File: src/sv/bnc_pkg.sv
// ----------------------------------------------------------------------------
// bnc_pkg
// Shared types, constants and the symbol decoder for the bracket nesting
// checker.
// ----------------------------------------------------------------------------
package bnc_pkg;

   // Bracket kinds as held on the stack.
   typedef logic [1:0] kind_type;
   localparam kind_type KIND_ROUND  = 2'd0;
   localparam kind_type KIND_SQUARE = 2'd1;
   localparam kind_type KIND_CURLY  = 2'd2;
   localparam kind_type KIND_ANGLE  = 2'd3;

   // ASCII codes of the brackets.
   localparam logic [7:0] ASCII_OPEN_ROUND   = 8'h28; // (
   localparam logic [7:0] ASCII_OPEN_SQUARE  = 8'h5B; // [
   localparam logic [7:0] ASCII_OPEN_CURLY   = 8'h7B; // {
   localparam logic [7:0] ASCII_OPEN_ANGLE   = 8'h3C; // <
   localparam logic [7:0] ASCII_CLOSE_ROUND  = 8'h29; // )
   localparam logic [7:0] ASCII_CLOSE_SQUARE = 8'h5D; // ]
   localparam logic [7:0] ASCII_CLOSE_CURLY  = 8'h7D; // }
   localparam logic [7:0] ASCII_CLOSE_ANGLE  = 8'h3E; // >

   // Line status codes.
   typedef logic [1:0] status_type;
   localparam status_type STATUS_GOOD       = 2'd0;
   localparam status_type STATUS_CORRUPTED  = 2'd1;
   localparam status_type STATUS_INCOMPLETE = 2'd2;
   localparam status_type STATUS_OVERFLOW   = 2'd3;

   // Register indexes of the configuration port.
   localparam int unsigned CSR_INDEX_W = 3;
   typedef logic [CSR_INDEX_W-1:0] csr_index_type;
   localparam csr_index_type CSR_COST_ROUND    = 3'd0;
   localparam csr_index_type CSR_COST_SQUARE   = 3'd1;
   localparam csr_index_type CSR_COST_CURLY    = 3'd2;
   localparam csr_index_type CSR_COST_ANGLE    = 3'd3;
   localparam csr_index_type CSR_REPAIR_ROUND  = 3'd4;
   localparam csr_index_type CSR_REPAIR_SQUARE = 3'd5;
   localparam csr_index_type CSR_REPAIR_CURLY  = 3'd6;
   localparam csr_index_type CSR_REPAIR_ANGLE  = 3'd7;

   // Field widths.
   localparam int unsigned COST_W   = 16;
   localparam int unsigned REPAIR_W = 4;
   localparam int unsigned SCORE_W  = 63;
   localparam int unsigned TOTAL_W  = 32;

   localparam logic [SCORE_W-1:0] SCORE_MAX = {SCORE_W{1'b1}};
   localparam logic [TOTAL_W-1:0] TOTAL_MAX = {TOTAL_W{1'b1}};

   // Reset values of the registers.
   localparam logic [COST_W-1:0]   COST_ROUND_RST    = 16'd3;
   localparam logic [COST_W-1:0]   COST_SQUARE_RST   = 16'd57;
   localparam logic [COST_W-1:0]   COST_CURLY_RST    = 16'd1197;
   localparam logic [COST_W-1:0]   COST_ANGLE_RST    = 16'd25137;
   localparam logic [REPAIR_W-1:0] REPAIR_ROUND_RST  = 4'd1;
   localparam logic [REPAIR_W-1:0] REPAIR_SQUARE_RST = 4'd2;
   localparam logic [REPAIR_W-1:0] REPAIR_CURLY_RST  = 4'd3;
   localparam logic [REPAIR_W-1:0] REPAIR_ANGLE_RST  = 4'd4;

   // Configuration as seen by the datapath, indexed by bracket kind.
   typedef struct packed {
      logic [3:0][COST_W-1:0]   cost;
      logic [3:0][REPAIR_W-1:0] repair;
   } cfg_type;

   // Decoded symbol.
   typedef struct packed {
      logic     is_open;
      logic     is_close;
      kind_type kind;
   } sym_type;

   function automatic sym_type decode_symbol(input logic [7:0] symbol);
      sym_type d;
      d = '{is_open: 1'b0, is_close: 1'b0, kind: KIND_ROUND};
      unique case (symbol)
         ASCII_OPEN_ROUND:   d = '{is_open: 1'b1, is_close: 1'b0, kind: KIND_ROUND};
         ASCII_OPEN_SQUARE:  d = '{is_open: 1'b1, is_close: 1'b0, kind: KIND_SQUARE};
         ASCII_OPEN_CURLY:   d = '{is_open: 1'b1, is_close: 1'b0, kind: KIND_CURLY};
         ASCII_OPEN_ANGLE:   d = '{is_open: 1'b1, is_close: 1'b0, kind: KIND_ANGLE};
         ASCII_CLOSE_ROUND:  d = '{is_open: 1'b0, is_close: 1'b1, kind: KIND_ROUND};
         ASCII_CLOSE_SQUARE: d = '{is_open: 1'b0, is_close: 1'b1, kind: KIND_SQUARE};
         ASCII_CLOSE_CURLY:  d = '{is_open: 1'b0, is_close: 1'b1, kind: KIND_CURLY};
         ASCII_CLOSE_ANGLE:  d = '{is_open: 1'b0, is_close: 1'b1, kind: KIND_ANGLE};
         default:            d = '{is_open: 1'b0, is_close: 1'b0, kind: KIND_ROUND};
      endcase
      return d;
   endfunction

endpackage

File: src/sv/bnc_cfg_regs.sv
// ----------------------------------------------------------------------------
// bnc_cfg_regs
// Configuration registers: closer costs and repair values per bracket kind.
// ----------------------------------------------------------------------------
module bnc_cfg_regs (
   input  logic                   clock,
   input  logic                   reset,
   input  logic                   csr_wr_en,
   input  bnc_pkg::csr_index_type csr_index,
   input  logic [15:0]            csr_wdata,
   output bnc_pkg::cfg_type       cfg
);

   bnc_pkg::cfg_type cfg_ff;
   bnc_pkg::cfg_type cfg_in;

   // Decode the register index; repair registers keep the low bits only.
   always_comb begin
      cfg_in = cfg_ff;
      if (csr_wr_en) begin
         unique case (csr_index)
            bnc_pkg::CSR_COST_ROUND:    cfg_in.cost[bnc_pkg::KIND_ROUND]  = csr_wdata;
            bnc_pkg::CSR_COST_SQUARE:   cfg_in.cost[bnc_pkg::KIND_SQUARE] = csr_wdata;
            bnc_pkg::CSR_COST_CURLY:    cfg_in.cost[bnc_pkg::KIND_CURLY]  = csr_wdata;
            bnc_pkg::CSR_COST_ANGLE:    cfg_in.cost[bnc_pkg::KIND_ANGLE]  = csr_wdata;
            bnc_pkg::CSR_REPAIR_ROUND:
               cfg_in.repair[bnc_pkg::KIND_ROUND]  = csr_wdata[bnc_pkg::REPAIR_W-1:0];
            bnc_pkg::CSR_REPAIR_SQUARE:
               cfg_in.repair[bnc_pkg::KIND_SQUARE] = csr_wdata[bnc_pkg::REPAIR_W-1:0];
            bnc_pkg::CSR_REPAIR_CURLY:
               cfg_in.repair[bnc_pkg::KIND_CURLY]  = csr_wdata[bnc_pkg::REPAIR_W-1:0];
            bnc_pkg::CSR_REPAIR_ANGLE:
               cfg_in.repair[bnc_pkg::KIND_ANGLE]  = csr_wdata[bnc_pkg::REPAIR_W-1:0];
            default: cfg_in = cfg_ff;
         endcase
      end
   end

   always_ff @(posedge clock) begin
      if (reset) begin
         cfg_ff.cost[bnc_pkg::KIND_ROUND]    <= bnc_pkg::COST_ROUND_RST;
         cfg_ff.cost[bnc_pkg::KIND_SQUARE]   <= bnc_pkg::COST_SQUARE_RST;
         cfg_ff.cost[bnc_pkg::KIND_CURLY]    <= bnc_pkg::COST_CURLY_RST;
         cfg_ff.cost[bnc_pkg::KIND_ANGLE]    <= bnc_pkg::COST_ANGLE_RST;
         cfg_ff.repair[bnc_pkg::KIND_ROUND]  <= bnc_pkg::REPAIR_ROUND_RST;
         cfg_ff.repair[bnc_pkg::KIND_SQUARE] <= bnc_pkg::REPAIR_SQUARE_RST;
         cfg_ff.repair[bnc_pkg::KIND_CURLY]  <= bnc_pkg::REPAIR_CURLY_RST;
         cfg_ff.repair[bnc_pkg::KIND_ANGLE]  <= bnc_pkg::REPAIR_ANGLE_RST;
      end else begin
         cfg_ff <= cfg_in;
      end
   end

   assign cfg = cfg_ff;

endmodule

File: config.mk
export PLATFORM = sky130hd
export DESIGN_NAME = bnc_cfg_regs
export DESIGN_NICKNAME = d
export VERILOG_FILES = /design/src/sv/bnc_pkg.sv /design/src/sv/bnc_cfg_regs.sv
export SDC_FILE = /design/constraint.sdc
export NUM_CORES = 1
export LEC_CHECK = 0
export BUFFER_PORTS_ARGS = -buffer_cell sky130_fd_sc_hd__buf_2
export CAP_MARGIN = 10
export CORE_ASPECT_RATIO = 1.4
export CORE_MARGIN = 10
export CORE_UTILIZATION = 35
export CTS_CLUSTER_SIZE = 25
export DETAILED_ROUTE_END_ITERATION = 10
export PLACE_DENSITY = 0.59
export SLEW_MARGIN = 10
export SYNTH_ARGS = -nofsm -noshare
export SYNTH_HDL_FRONTEND = slang
export SYNTH_SLANG_ARGS = --single-unit
File: constraint.sdc
create_clock -name clock -period 1.8 [get_ports clock]
set_input_delay 0.27 -clock clock [delete_from_list [all_inputs] [get_ports clock]]
set_output_delay 0.27 -clock clock [all_outputs]
set_load 0.01 [all_outputs]
# Yosys cells after proc, flatten, opt, wreduce, memory -nomap -nowiden

Cells that the tools add are included.
Widths: inputs -> output; s select.

Logic and storage cells: 24
Bits in registers: 80
Bits of input ports: 22

Equality and inequality tests: 7
Reduce and logical (&&, ||, !) cells: 9

Operators by type and width:

| operator           | number |
|---|---|
| $reduce_and 2->1   | 8 |
| $eq 3x3->1 const B | 4 |
| $eq 3x2->1 const B | 2 |
| $eq 3x1->1 const B | 1 |
| $logic_not 3->1    | 1 |

# Longest topological paths before layout

Gate-level depths: netlist (run 1).

Depth in word-level cells: 2
Mapped depth: 5
Mapped depth without buffers: 2

# Worst setup path before layout (run 1)

No wires, ideal clock.

Kind: input port to flip-flop
From: input csr_index[1]
To: register cfg_ff, in the netlist cfg[22]
Data required time: 1.679 ns
Stages: 5
Setup slack: 0.366 ns
Arrival: 1.313 ns
Setup time: 0.121 ns
Path through: buf_2 -> or4b_1 -> buf_6 -> buf_12 -> mux2i_1

Word-level cells in the longest chain between the ends: 2

Ends and longest elaborated chain:

| what                       | RTL line           | source |
|---|---|---|
| from (decl)                | bnc_cfg_regs.sv:9  | `input bnc_pkg::csr_index_type csr_index,` |
| $logic_not 3->1            | bnc_cfg_regs.sv:21 | `unique case (csr_index)` |
| $reduce_and 2->1 (no line) | -                  |  |
| to (signal assigned)       | bnc_cfg_regs.sv:50 | `cfg_ff <= cfg_in;` |
| to (decl)                  | bnc_cfg_regs.sv:14 | `bnc_pkg::cfg_type cfg_ff;` |

No other way between the ends.
A chain may end at the register's enable or synchronous reset.

# Final worst setup path (run 1)

From: input csr_index[0]
To: register cfg_ff, in the netlist cfg[17]

The elaborated chain is that of the path after synthesis.

==> metrics.txt, run 1 <==
Critical Path RT 2010 ps; DRT iter0 DRCs 82; Setup Buffers After CTS 0; DRC viols 0; CP Launch Type input pin; DR vias/cell 4.546; worst slew pin tran 402.9 ps; Routed WL 8442 µm; Crit-path slowest cell or4b_1; max-slew violations 0; CP top delay family simple AND/OR/NAND/NOR gates; worst-path cell chain buf_2 -> or4b_1 -> buf_4 -> mux2i_1; Max transition margin 0.7299; H-tree levels 3; fraction of layout cells with a size suffix above 1 0.3134; pin count of the biggest net entering global routing 108; die area 13,510 µm²; Largest register FFs 80; GRT overflow 0; chip width 101.2 µm; Pre-antenna DRT Iters 4; Max Cap Viol 0; Std-Cell Rows 41; post-route design area 4110 µm²; Starting Density 0.3574; CP arrival 1360 ps; pwr/cell area 927.9 nW/µm²; Antenna Cells 0; Hold Startpoint csr_wdata[9]; Final Hold Viols 0; worst clock skew 0 ps; post-synth cell types 16; kind of critical path in2reg; initial antenna violation count 0; Setup TNS 0 ps; leak pwr 2.028 nW; Post-DRT Antenna Nets 0; first-pass GRT wire length 13,270 µm; post-CTS sizing 0; Critical Path Start csr_index[0]; FF-to-FF Start cfg[32]$_SDFFE_PP1P_; CTS Sinks 80; Port Buffers 101; Mapped Avg Cell Area 10.65 µm²; via count 2,314; Worst Path Max Fanout 14; Synth Register Bits 80; Hold Path Class in2reg; clock-pin slew on the worst setup and hold paths 60 ps; final setup fails 0; Period Utilization, post-route 0.6342; Cell Area, Synth 3227 µm²; register area share after synthesis 0.4963; Global Route Usage Sum 0.1273; synth-to-layout area growth 27.37%; Critical Path Sink Type flop; HPWL Detailed 6007 µm; clk buf depth 2; RD Place Congestion 0.7406; Setup WS post-layout 658.5 ps; Mapped Cells 303; Synth Net Count 325; CTS tree built; Ys Warns 0; Period minus WS final 1142 ps; layout net count 419; slowest stage delay, CP 530 ps; Buf/Inv on CP 2; final hold slack 208.4 ps; Place WS 301.2 ps; vias in the first global route 2,395; CTS Buf Count 9; Die Y-Extent 133.6 µm; Placed Instance Area 3829 µm²; Max VDD drop 0.5486 mV; RSZ-0062 raised after global routing no; core area 9029 µm²; # IOs 102; root buf cell clkbuf_16; status completed; fmax 876.0 MHz; Worst-Skew Late Latency 330 ps; per-cell routed wire length 16.59 µm; cts hold-fix bufs 0
path summary, 6_finish.rpt:
path | endpoint | slack [ps] | depth (start not counted)
setup / recovery | cfg[17]$_SDFFE_PP1P_ | 660 | 4
hold / removal | cfg[73]$_SDFFE_PP1P_ | 210 | 3
setup reg to reg | cfg[32]$_SDFFE_PP1P_ | 1160 | 2
hold reg to reg | cfg[43]$_SDFFE_PP0P_ | 470 | 2
per-stage QoR:
stage / cells / utilization / total power, mW
final: 509 / 0.4552 / 3.814
after global routing: 509 / 0.4552 / 3.983
after CTS: 509 / 0.4552 / 3.877
after detailed placement: 493 / 0.4241 / 2.161
after global placement: 493 / 0.4241 / 2.155
after floorplan: 303 / - / 2.048
report_power, final:
group          switching (mW)  total (mW)  internal (mW)
combinational           0.156       0.285          0.129
sequential             0.0194        1.83           1.81
clock                   0.755        1.70          0.945
final cells by class:
| cell class | instances | area [µm²] |
|---|---|---|
| Clock buffer | 9 | 225.2 |
| Clock inverter | 7 | 56.30 |
| Fill cell | 896 | 4918 |
| Multi-Input combinational cell | 198 | 1510 |
| Sequential cell | 80 | 1602 |
| Tap cell | 107 | 133.9 |
| Timing Repair Buffer | 108 | 583.1 |
worst reg2reg max path, delay by kind of cell, from the launching register on:
family	cells	cell delay [ps]
flip-flops	1	320
AND/OR/NAND/NOR	1	110
multiplexers	1	80
Yosys cell counts:
cell | count | area [µm²]
nand4bb_1 | 2 | 22.52
or4b_1 | 1 | 10.01
buf_4 | 1 | 7.510
nor2_1 | 34 | 127.6
and4b_1 | 1 | 10.01
nor4bb_1 | 2 | 20.02
nor4b_1 | 1 | 8.760
buf_2 | 6 | 30.03
nand2b_1 | 73 | 456.7
mux2i_1 | 80 | 800.8
buf_12 | 1 | 20.02
nand4_1 | 1 | 6.260
nand4b_1 | 3 | 26.28
clkbuf_1 | 15 | 56.30
buf_6 | 2 | 22.52
dfxtp_1 | 80 | 1602
kinds of logic (layout without fill, tap and decap cells):
group         count (synthesis)  count (layout)  synth area share
buf+inv                      25             124           0.04226
simple gates                118             118            0.2133
flops                        80              80            0.4963
mux                          80              80            0.2482
layout by cell type, fill, tap and decap left out:
cell type	netlist	routed
clkinv_2	0	1
and4b_1	1	1
nand4_1	1	1
nor4bb_2	0	1
buf_4	1	5
nand4b_1	3	3
clkinvlp_4	0	1
nor4b_1	1	1
nor4bb_4	0	1
buf_2	6	101
or4b_1	1	1
mux2i_1	80	80
dfxtp_1	80	80
nand4bb_1	2	2
nor2_1	34	34
nand2b_1	73	73
buf_12	1	2
inv_6	0	1
clkbuf_16	0	9
clkinv_4	0	4
metal layers:
metal | vias to the layer above | wire, µm | track usage | part of all wire
li1 | 1189 | - | - | -
met5 | - | 0 | 0 | 0
met3 | 10 | 516 | 0.04555 | 0.061
met1 | 1061 | 3530 | 0.1442 | 0.42
met4 | 0 | 158 | 0.06056 | 0.019
met2 | 54 | 4236 | 0.2054 | 0.50
(Power assumes the default switching activity.)
==> run 2: changes to the inputs <==
- clock period: 1.8 -> 1.06 ns (I/O delays scaled with it)
==> metrics.txt, run 2 (synthesis gave the netlist of run 1 again) <==
status completed; reg2reg path depth 2; post-layout util 0.4789; kind of critical path reg2out; first-pass GRT wire length 13,660 µm; Logic pwr share 0.086; Period Utilization, post-route 0.9358; Setup Buffers After CTS 0; Place WS -239.0 ps; # IOs 102; Worst-Skew Late Latency 330 ps; pin count of the biggest net entering global routing 36; DRC viols 0; Setup TNS 0 ps; Post-Place Cells 519; fmax 1008 MHz; CTS Buf Count 9; final setup fails 0; Setup WS post-layout 68.09 ps; Worst Path Max Fanout 2; RD Place Congestion 0.7581; vias in the first global route 2,621; Max Cap Viol 0; layout net count 445; die area 13,510 µm²; chip width 101.2 µm; H-tree levels 3; CP Launch Type flop; leak pwr 2.153 nW; Max transition margin 0.8106; worst slew pin tran 280.2 ps; Pre-antenna DRT Iters 4; initial antenna violation count 0; Hold Path Class in2reg; Port Buffers 101; Crit-path slowest cell dfxtp_1; CP top delay family flip-flops; slowest stage delay, CP 360 ps; Global Route Usage Sum 0.1273; worst clock skew 0 ps; Antenna Cells 0; HPWL Detailed 6542 µm; via count 2,461; Largest register FFs 80; most frequent cells in the layout 101 x buf_2, 80 x mux2i_1, 80 x dfxtp_1, 73 x nand2b_1, 34 x nor2_1; Psw 1.485 mW; Post-Layout Cell Count 535; Critical Path Sink Type primary output; core area 9029 µm²; fraction of layout cells with a size suffix above 1 0.3528; post-CTS sizing 0; RSZ-0062 raised after global routing no; clk buf depth 2; Final Hold Viols 0; commonest non-fill, non-tap cell in the layout buf_2; Critical Path RT 900 ps; internal power 4.995 mW; Period minus WS final 991.9 ps; CP arrival 830 ps; CTS Sinks 80; Buf/Inv on CP 1; DR vias/cell 4.600; GRT overflow 0; clock-pin slew on the worst setup and hold paths 60 ps; switching share of power 0.2292; per-cell routed wire length 15.76 µm; CTS tree built; Max VDD drop 0.9686 mV; worst-path cell chain buf_2; root buf cell clkbuf_16; Clock power frac 0.434; WP depth 1; synth-to-layout area growth 34.01%; sequential power share 0.480; cts hold-fix bufs 0; pwr/cell area 1499 nW/µm²; Starting Density 0.3574; Post-DRT Antenna Nets 0; max-slew violations 0; Die Y-Extent 133.6 µm; DRT iter0 DRCs 55; Std-Cell Rows 41; Routed WL 8430 µm; hold path depth 3
==> run 2: per-stage QoR <==
stage               instance area [µm²]  power [mW]  hold WS, ps
detailed placement                 4049       3.745        453.3
CTS                                4324       6.582        103.2
global route                       4324       6.736        137.0
global placement                   4049       3.739        436.9
finish                             4324       6.480        115.6
floorplan                          3251       3.485        314.3
==> run 2: cell type report <==
type                            instances  area, µm²
Timing Repair Buffer                  134      803.3
Fill cell                             878       4705
Tap cell                              107      133.9
Clock inverter                          5      32.53
Sequential cell                        80       1602
Multi-Input combinational cell        198       1510
Clock buffer                           11      242.7
==> run 2: worst paths after layout <==
path / slack, ps / end / from
min: 120 / cfg[58]$_SDFFE_PP1P_ / csr_wdata[10]
max: 70 / cfg[22] / cfg[22]$_SDFFE_PP0P_
min reg2reg: 470 / cfg[76]$_SDFFE_PP0P_ / cfg[76]$_SDFFE_PP0P_
max reg2reg: 450 / cfg[68]$_SDFFE_PP1P_ / cfg[68]$_SDFFE_PP1P_
==> run 2: power groups by stage <==
stage	clock network, mW	logic [mW]	registers [mW]
global placement	0	0.565	3.17
finish	2.81	0.559	3.11
detailed placement	0	0.569	3.18
CTS	2.90	0.572	3.11
floorplan	0	0.281	3.20
global route	3.00	0.615	3.12
==> run 2: per-layer routing <==
| layer | share of wire | GRT usage |
|---|---|---|
| met2 | 0.49 | 0.2083 |
| met3 | 0.081 | 0.04555 |
| met5 | 0 | 0 |
| met4 | 0.016 | 0.05823 |
| met1 | 0.41 | 0.1425 |
==> run 3: changes to the inputs <==
- CORE_ASPECT_RATIO: 1.4 -> 1.25
- PLACE_DENSITY: 0.59 -> 0.66
- SLEW_MARGIN: 10 -> unset
==> metrics.txt, run 3 (synthesis gave the netlist of run 1 again) <==
Die Y-Extent 127.4 µm; leak pwr 2.133 nW; worst-path cell chain buf_2; Max Cap Viol 0; fmax 1012 MHz; RSZ-0062 raised after global routing no; final setup fails 0; CTS Buf Count 9; max-slew violations 0; Critical Path RT 900 ps; Placed Instance Area 4030 µm²; Critical Path Start cfg[20]$_SDFFE_PP0P_; grt met2 use 0.1997; Starting Density 0.3555; HPWL Detailed 6394 µm; worst clock skew 0 ps; WP depth 1; fraction of layout cells with a size suffix above 1 0.3412; clk buf depth 2; pin count of the biggest net entering global routing 32; CP Launch Type flop; Pre-antenna DRT Iters 4; H-tree levels 3; per-cell routed wire length 15.59 µm; via count 2,469; CP top delay family flip-flops; die area 13,480 µm²; initial antenna violation count 0; Power Total 6.403 mW; kind of critical path reg2out; # IOs 102; Worst Path Max Fanout 2; met1 Track Usage GR 0.1551; chip width 105.9 µm; synth-to-layout area growth 33.11%; DRT iter0 DRCs 58; Critical Path Sink Type primary output; slowest stage delay, CP 350 ps; Global Route Usage Sum 0.1267; CTS tree built; Hold Path Class in2reg; Period Utilization, post-route 0.9323; post-layout util 0.4733; Final Hold Viols 0; clock-pin slew on the worst setup and hold paths 60 ps; FF-to-FF Start cfg[29]$_SDFFE_PP0P_; final hold slack 108.4 ps; Port Buffers 101; CP arrival 830 ps; first-pass GRT wire length 13,660 µm; Crit-path slowest cell dfxtp_1; status completed; Largest register FFs 80; R2R Setup Slk 370 ps; layout net count 439; vias in the first global route 2,563; Max VDD drop 0.6668 mV; core area 9076 µm²; Antenna Cells 0; Routed WL 8496 µm; Top Usage Layer GRT met2; post-route design area 4295 µm²; DR vias/cell 4.530; root buf cell clkbuf_16; Buf/Inv on CP 1; reg2reg path depth 2; Post-DRT Antenna Nets 0; cts hold-fix bufs 0; Period minus WS final 988.3 ps; Critical Path Sink cfg[20]; DRC viols 0; Setup TNS 0 ps; pwr/cell area 1491 nW/µm²; most frequent cells in the layout 101 x buf_2, 80 x mux2i_1, 80 x dfxtp_1, 73 x nand2b_1, 34 x nor2_1; reg2reg end cfg[29]$_SDFFE_PP0P_; GRT overflow 0; commonest non-fill, non-tap cell in the layout buf_2; CTS Sinks 80; worst slew pin tran 318.8 ps; post-CTS sizing 0; Setup Buffers After CTS 0; met3 Track Usage GR 0.04628; Max transition margin 0.7845; RD Place Congestion 0.7830; Std-Cell Rows 39; Worst-Skew Late Latency 330 ps
run 3: routing by layer:
metal	vias to the layer above	wire, µm	part of all wire
met5	-	0	0
met2	72	3913	0.46
met1	1162	3956	0.47
li1	1229	-	-
met3	6	534	0.063
met4	0	91	0.011
run 3: how the worst min path moves through the flow:
stage                        startpoint                    to  depth (start not counted)
after floorplan            csr_wdata[5]  cfg[21]$_SDFFE_PP0P_                          2
after global placement    csr_wdata[10]  cfg[58]$_SDFFE_PP1P_                          3
after detailed placement  csr_wdata[13]  cfg[77]$_SDFFE_PP1P_                          3
after CTS                 csr_wdata[10]  cfg[58]$_SDFFE_PP1P_                          3
after global routing      csr_wdata[13]  cfg[77]$_SDFFE_PP1P_                          3
final                     csr_wdata[13]  cfg[77]$_SDFFE_PP1P_                          3
run 3: layout make-up:
class,count,area (µm²)
clock inverter,6,36.28
clock buffer,10,229.0
fill,898,4781
multi-input combinational,198,1504
tap,123,153.9
sequential,80,1602
timing repair buffer,128,770.7
run 3: where the power goes:
group	internal [mW]	leakage, nW	switching (mW)	total, mW
clock	1.57	0.132	1.17	2.74
combinational	0.270	1.35	0.280	0.550
sequential	3.07	0.648	0.0340	3.11
run 3: metrics by stage:
step | std cells | worst slack (ps)
finish | 545 | 71.74
floorplan | 303 | -243.6
global route | 545 | 30.43
CTS | 545 | 66.53
global placement | 529 | -224.9
detailed placement | 529 | -239.3
